`config.mk`:
```
export PLATFORM = sky130hd
export DESIGN_NAME = kdp_ctrl
export DESIGN_NICKNAME = d
export VERILOG_FILES = /design/src/rtl/core/kdp_pkg.sv /design/src/rtl/core/kdp_ctrl.sv
export SDC_FILE = /design/constraint.sdc
export NUM_CORES = 1
export LEC_CHECK = 0
export BUFFER_PORTS_ARGS = -buffer_cell sky130_fd_sc_hd__buf_2
export CAP_MARGIN = 20
export CORE_AREA = 2 2 39 41
export CTS_CLUSTER_DIAMETER = 80
export CTS_CLUSTER_SIZE = 8
export DETAILED_ROUTE_END_ITERATION = 6
export DIE_AREA = 0 0 41 43
export PLACE_DENSITY = 0.54
export SETUP_SLACK_MARGIN = 0.5
export SLEW_MARGIN = 5
export SYNTH_ARGS = -nofsm -noshare
export SYNTH_HDL_FRONTEND = slang
export SYNTH_SLANG_ARGS = --single-unit
export TNS_END_PERCENT = 100
```
`constraint.sdc`:
```
create_clock -name clk -period 1.4 [get_ports clk]
set_clock_uncertainty 0.1 [all_clocks]
set_input_delay 0 -clock clk [delete_from_list [all_inputs] [get_ports clk]]
set_output_delay 0 -clock clk [all_outputs]
set_load 0.02 [all_outputs]
```
`src/rtl/core/kdp_pkg.sv`:
```
`timescale 1ns / 1ps
`default_nettype none

package kdp_pkg;

	// sizing of the best-value row
	localparam int MAX_CAPACITY = 1023;
	localparam int VALUE_BITS   = 32;
	localparam int ROW_DEPTH    = MAX_CAPACITY + 1;
	localparam int ADDR_BITS    = (ROW_DEPTH > 1) ? $clog2(ROW_DEPTH) : 1;
	localparam int SUM_BITS     = VALUE_BITS + 1;
	localparam int CMP_BITS     = 17;

	// fixed field widths
	localparam int CAP_BITS    = 10;
	localparam int WEIGHT_BITS = 10;
	localparam int PRICE_BITS  = 16;
	localparam int OUT_BITS    = 32;

	// input operation codes
	typedef enum logic [0:0] {
		OP_ADD    = 1'b0,
		OP_FINISH = 1'b1
	} op_t;

	// controller states
	typedef enum logic [2:0] {
		ST_IDLE,
		ST_SWEEP,
		ST_DRAIN,
		ST_FIN_RD,
		ST_FIN_OUT,
		ST_CLEAR
	} state_t;

	// controller to datapath commands
	typedef struct packed {
		logic load_item;
		logic cnt_load_max;
		logic cnt_dec;
		logic sweep_en;
		logic clear_en;
		logic fin_rd;
		logic out_load;
	} cmd_t;

	// datapath to controller status
	typedef struct packed {
		logic cnt_zero;
		logic cnt_at_wt;
		logic heavy;
		logic out_busy;
	} stat_t;

	// clamp a row value to the output range
	function automatic logic [OUT_BITS-1:0] clamp_out(input logic [VALUE_BITS-1:0] v);
		logic [63:0] ext;
		begin
			ext = 64'(v);
			if (ext > 64'hFFFF_FFFF) begin
				return '1;
			end
			return ext[OUT_BITS-1:0];
		end
	endfunction

endpackage

`default_nettype wire

```
`src/rtl/core/kdp_ctrl.sv`:
```
`timescale 1ns / 1ps
`default_nettype none

module kdp_ctrl
	import kdp_pkg::*;
(
	input  wire logic clk,
	input  wire logic arst_n,
	input  wire logic in_valid,
	input  wire logic in_op,
	input  wire logic out_ready,
	input  wire stat_t stat,
	output logic      in_ready,
	output cmd_t      cmd
);

	state_t state_q;
	state_t state_d;

	// state register, reset starts with a clearing pass
	always_ff @(posedge clk or negedge arst_n) begin
		if (!arst_n) begin
			state_q <= ST_CLEAR;
		end else begin
			state_q <= state_d;
		end
	end

	// next state and commands
	always_comb begin
		state_d  = state_q;
		cmd      = '0;
		in_ready = 1'b0;
		unique case (state_q)
			ST_IDLE: begin
				in_ready = 1'b1;
				if (in_valid) begin
					if (in_op == OP_FINISH) begin
						state_d = ST_FIN_RD;
					end else if (!stat.heavy) begin
						cmd.load_item    = 1'b1;
						cmd.cnt_load_max = 1'b1;
						state_d          = ST_SWEEP;
					end
				end
			end
			// one row entry issued per cycle, top index down to the weight
			ST_SWEEP: begin
				cmd.sweep_en = 1'b1;
				if (stat.cnt_at_wt) begin
					state_d = ST_DRAIN;
				end else begin
					cmd.cnt_dec = 1'b1;
				end
			end
			// last write leaves the pipe
			ST_DRAIN: begin
				state_d = ST_IDLE;
			end
			ST_FIN_RD: begin
				cmd.fin_rd = 1'b1;
				state_d    = ST_FIN_OUT;
			end
			// wait for the output slot, then start clearing
			ST_FIN_OUT: begin
				cmd.fin_rd = 1'b1;
				if (!stat.out_busy || out_ready) begin
					cmd.out_load     = 1'b1;
					cmd.cnt_load_max = 1'b1;
					state_d          = ST_CLEAR;
				end
			end
			ST_CLEAR: begin
				cmd.clear_en = 1'b1;
				if (stat.cnt_zero) begin
					state_d = ST_IDLE;
				end else begin
					cmd.cnt_dec = 1'b1;
				end
			end
			default: begin
				state_d = ST_IDLE;
			end
		endcase
	end

endmodule

`default_nettype wire

```
==> metrics.md <==
| Metric | Value |
|---|---|
| Outcome | finished with violations |
| Violated checks | negative hold slack, negative setup slack |
| P_sw | around 460 µW |
| Worst-Margin Slew | 304 ps |
| Worst Hold Class | in2reg |
| Sequential share of the synthesized area | 32.3% |
| Inserted Clock Buffers | 3 |
| Critical path arrival | approximately 1500 ps |
| Final hold vios | 1 |
| Rows | 14 |
| Gpl congestion | 0.679 |
| FF-to-FF path depth | 5 |
| Most frequent cells in the layout | 11 x buf_6, 10 x buf_4, 9 x buf_2 |
| Netlist cell types | 19 |
| Clock Sinks | 3 |
| CP startpoint kind | register |
| Worst r2r dst | state_q[1] |
| Cells after Synth | 26 |
| Die height | between 40 and 50 µm |
| Core area | 1380 µm² |
| Max-slew violations | 0 |
| Most common cell after layout, fill and taps aside | buf_6 |
| Crit path kind | reg2out |
| Final setup violation count | 7 |
| Max cap viols | 0 |
| Initial DRC Count | 1 |
| Yosys top cell by area | dfstp_2 |
| Top flop regs | state_q: 3 flops |
| Critical Path Source | state_q[0] |
| Worst slew margin | 79.7% |
| #FFs+latches synth | 3 |
| Grt total ovfl | 0 |
| Ranking of synthesized cells by area | dfstp_2 22%, a2111oi_4 11%, dfrtp_1 10% |
| # IOs | 17 |
| PD cells | 1930 nW/µm² |
| Reg2reg setup slack | -120 ps |
| Clk_lat worst skew | 230 ps |
| Area of the multi-input gates | 208 µm² |
| Max reg flops | 3 |
| # nets final | 72 |
| Post-Synth Adder-Cell Area | 0% |
| Wire length per cell | around 11 µm |
| Reg area | just under 80 µm² |
| RSZ-0062 raised after global routing | yes |
| Multiplexer share of the synthesized area | 0% |
| CP Capture Type | primary output |
| Drt total wl | 865 µm |
| Mapped Nets | 35 |
| Critical path destination | cmd[4] |
| IR drop worst, VDD | 0.842 mV |
| Crit path max-delay cell type | dfstp_2 |
| Required @ worst endpoint | 1300 ps |
| Placed wire-length estimate | 567 µm |
| Synth Cell Area | 240 µm² |
| ANT nets after route | 0 |
| Final Cycle Share | 111% |
| Design area | 603 µm² |
| Simple-Gate Fraction of Synth Area | 41.7% |
| Vias in the first global route | 331 |
| Ant. Diodes | 0 |
| Main combinational cell family by area after synthesis | simple AND/OR/NAND/NOR gates |
| Largest net degree at the start of global routing | 6 |
| Area Overhead vs Synth | 151% |
| Die X | 41 µm |
| H-Tree Depth | 1 |
| Fillcell total | 131 |
| Share of the synthesized area in the top cell type | a little over a fifth |
| Internal power | 698 µW |
| CTS tree | yes |
| Area post-placement | approximately 380 µm² |
| Share of cells above drive strength 1 | between 70% and 80% |
| Worst path depth | 3 |
| Clock Path Buffers | 2 |
| # DRC | 0 |
| Crit-path cells | inv_4, a2111oi_4, buf_4 |
| Mapped Avg Cell Area | 9.24 µm² |
| Post-synthesis compound-gate area fraction | 24.5% |
| Worst r2r src | state_q[0] |
| # port buffers | 16 |
| Max incr delay on CP | around 600 ps |
| Die footprint | 1760 µm² |
| Antenna violations before repair | 0 |
| Pleak | 0.281 nW |
| CTS root buf | clkbuf_4 |
| Fmax | 645 MHz |
| Combinational share of power | 68.7% |
| Clk pin slew, worst setup/hold paths | 30 ps |
| Crit path max-delay family | flip-flops |
| First-pass iteration count of the detailed router | 2 |
| Clock network fraction of design power | 12.9% |
| Switching part of the total | around two fifths |
| Global-route wire length before repair | 1280 µm |
| Initial Util | 17.4% |
| GRT Resource Usage Total | 11.1% |
| CP bufs+invs | 2 |
| Seq pwr share | 18.4% |
| Utilization after layout | 43.6% |
| Vias per cell | 4.27 |
| Post-Synth XOR/XNOR Area | 0% |
| Largest fanout on the critical path | 4 |
| Synthesis Warnings | 0 |
| Worst setup margin | -149 ps |
| Hold_ws | -9.25 ps |
| Most flop-heavy register | state_q |
| Total vias in the final route | 333 |
| Min Clock Period, post-route | ~1500 ps |
[metal layers]
layer | track usage, % | wire length (µm) | vias to the layer above
li1 | - | - | 167
met1 | 9.74 | 286 | 157
met2 | 19.4 | 542 | 9
met3 | 1.57 | 35 | 0
met4 | 10.0 | 0 | 0
met5 | 0 | 0 | -
[cell families (layout without fill, tap and decap cells)]
logic type	Yosys count	count (layout)
simple gates	16	16
buf+inv	1	37
compound gates	6	6
flops	3	3
[power groups by stage]
stage	logic (mW)	registers, mW	clock network (mW)
finish	0.799	0.214	0.150
global route	0.847	0.222	0.171
CTS	0.616	0.206	0.161
detailed placement	0.435	0.226	0
global placement	0.429	0.226	0
floorplan	0.282	0.223	0
[metrics by stage]
stage | hold WS (ps) | setup TNS (ps) | power [mW] | cells | setup WS, ps
after floorplan | -396 | -194 | 0.504 | 26 | -90.4
after global routing | 13.2 | -1180 | 1.24 | 78 | -228
after detailed placement | -302 | 0 | 0.661 | 60 | 33.4
after CTS | -15.4 | -511 | 0.983 | 72 | -161
final | -9.25 | -713 | 1.16 | 78 | -149
after global placement | -302 | 0 | 0.655 | 60 | 32.1
[synth_stat cells]
library cell / count
a21oi_1: 1
dfstp_2: 2
nor2_1: 3
nor3_1: 2
nor3b_2: 1
inv_1: 1
nor4_1: 1
and2_1: 1
nand3b_1: 1
dfrtp_1: 1
nor2b_2: 1
o21ai_1: 2
a22o_1: 1
and3_1: 1
nor2b_1: 1
a21o_1: 1
or2_1: 1
a2111oi_4: 1
nand2b_1: 3
[worst min-delay path, stage by stage]
cell and delay [ps]:
buf_2 120, and2_1 130, o21ai_1 70
[timing repair]
action	CTS	global route
endpoints found under the hold margin	4	0
setup endpoints to repair	11	11
buffers inserted	6	6
pin swaps	3	3
resized for setup	13	13
hold buffers	2	0
[worst min path at each step]
stage	to	slack, ps	cells after the start	start
CTS	state_q[2]	-20	3	stat[3]
global placement	state_q[1]	-300	1	arst_n
finish	state_q[2]	-9	3	stat[3]
global route	state_q[2]	10	3	stat[3]
detailed placement	state_q[1]	-300	1	arst_n
floorplan	state_q[1]	-400	0	arst_n
[cell type report]
type | count | area share, %
Clock buffer | 4 | 4.36
Timing Repair Buffer | 32 | 43.8
Sequential cell | 3 | 13.1
Inverter | 1 | 1.04
Tap cell | 16 | 3.32
Multi-Input combinational cell | 22 | 34.4
No activity file was read; power rests on OpenSTA's default activity.
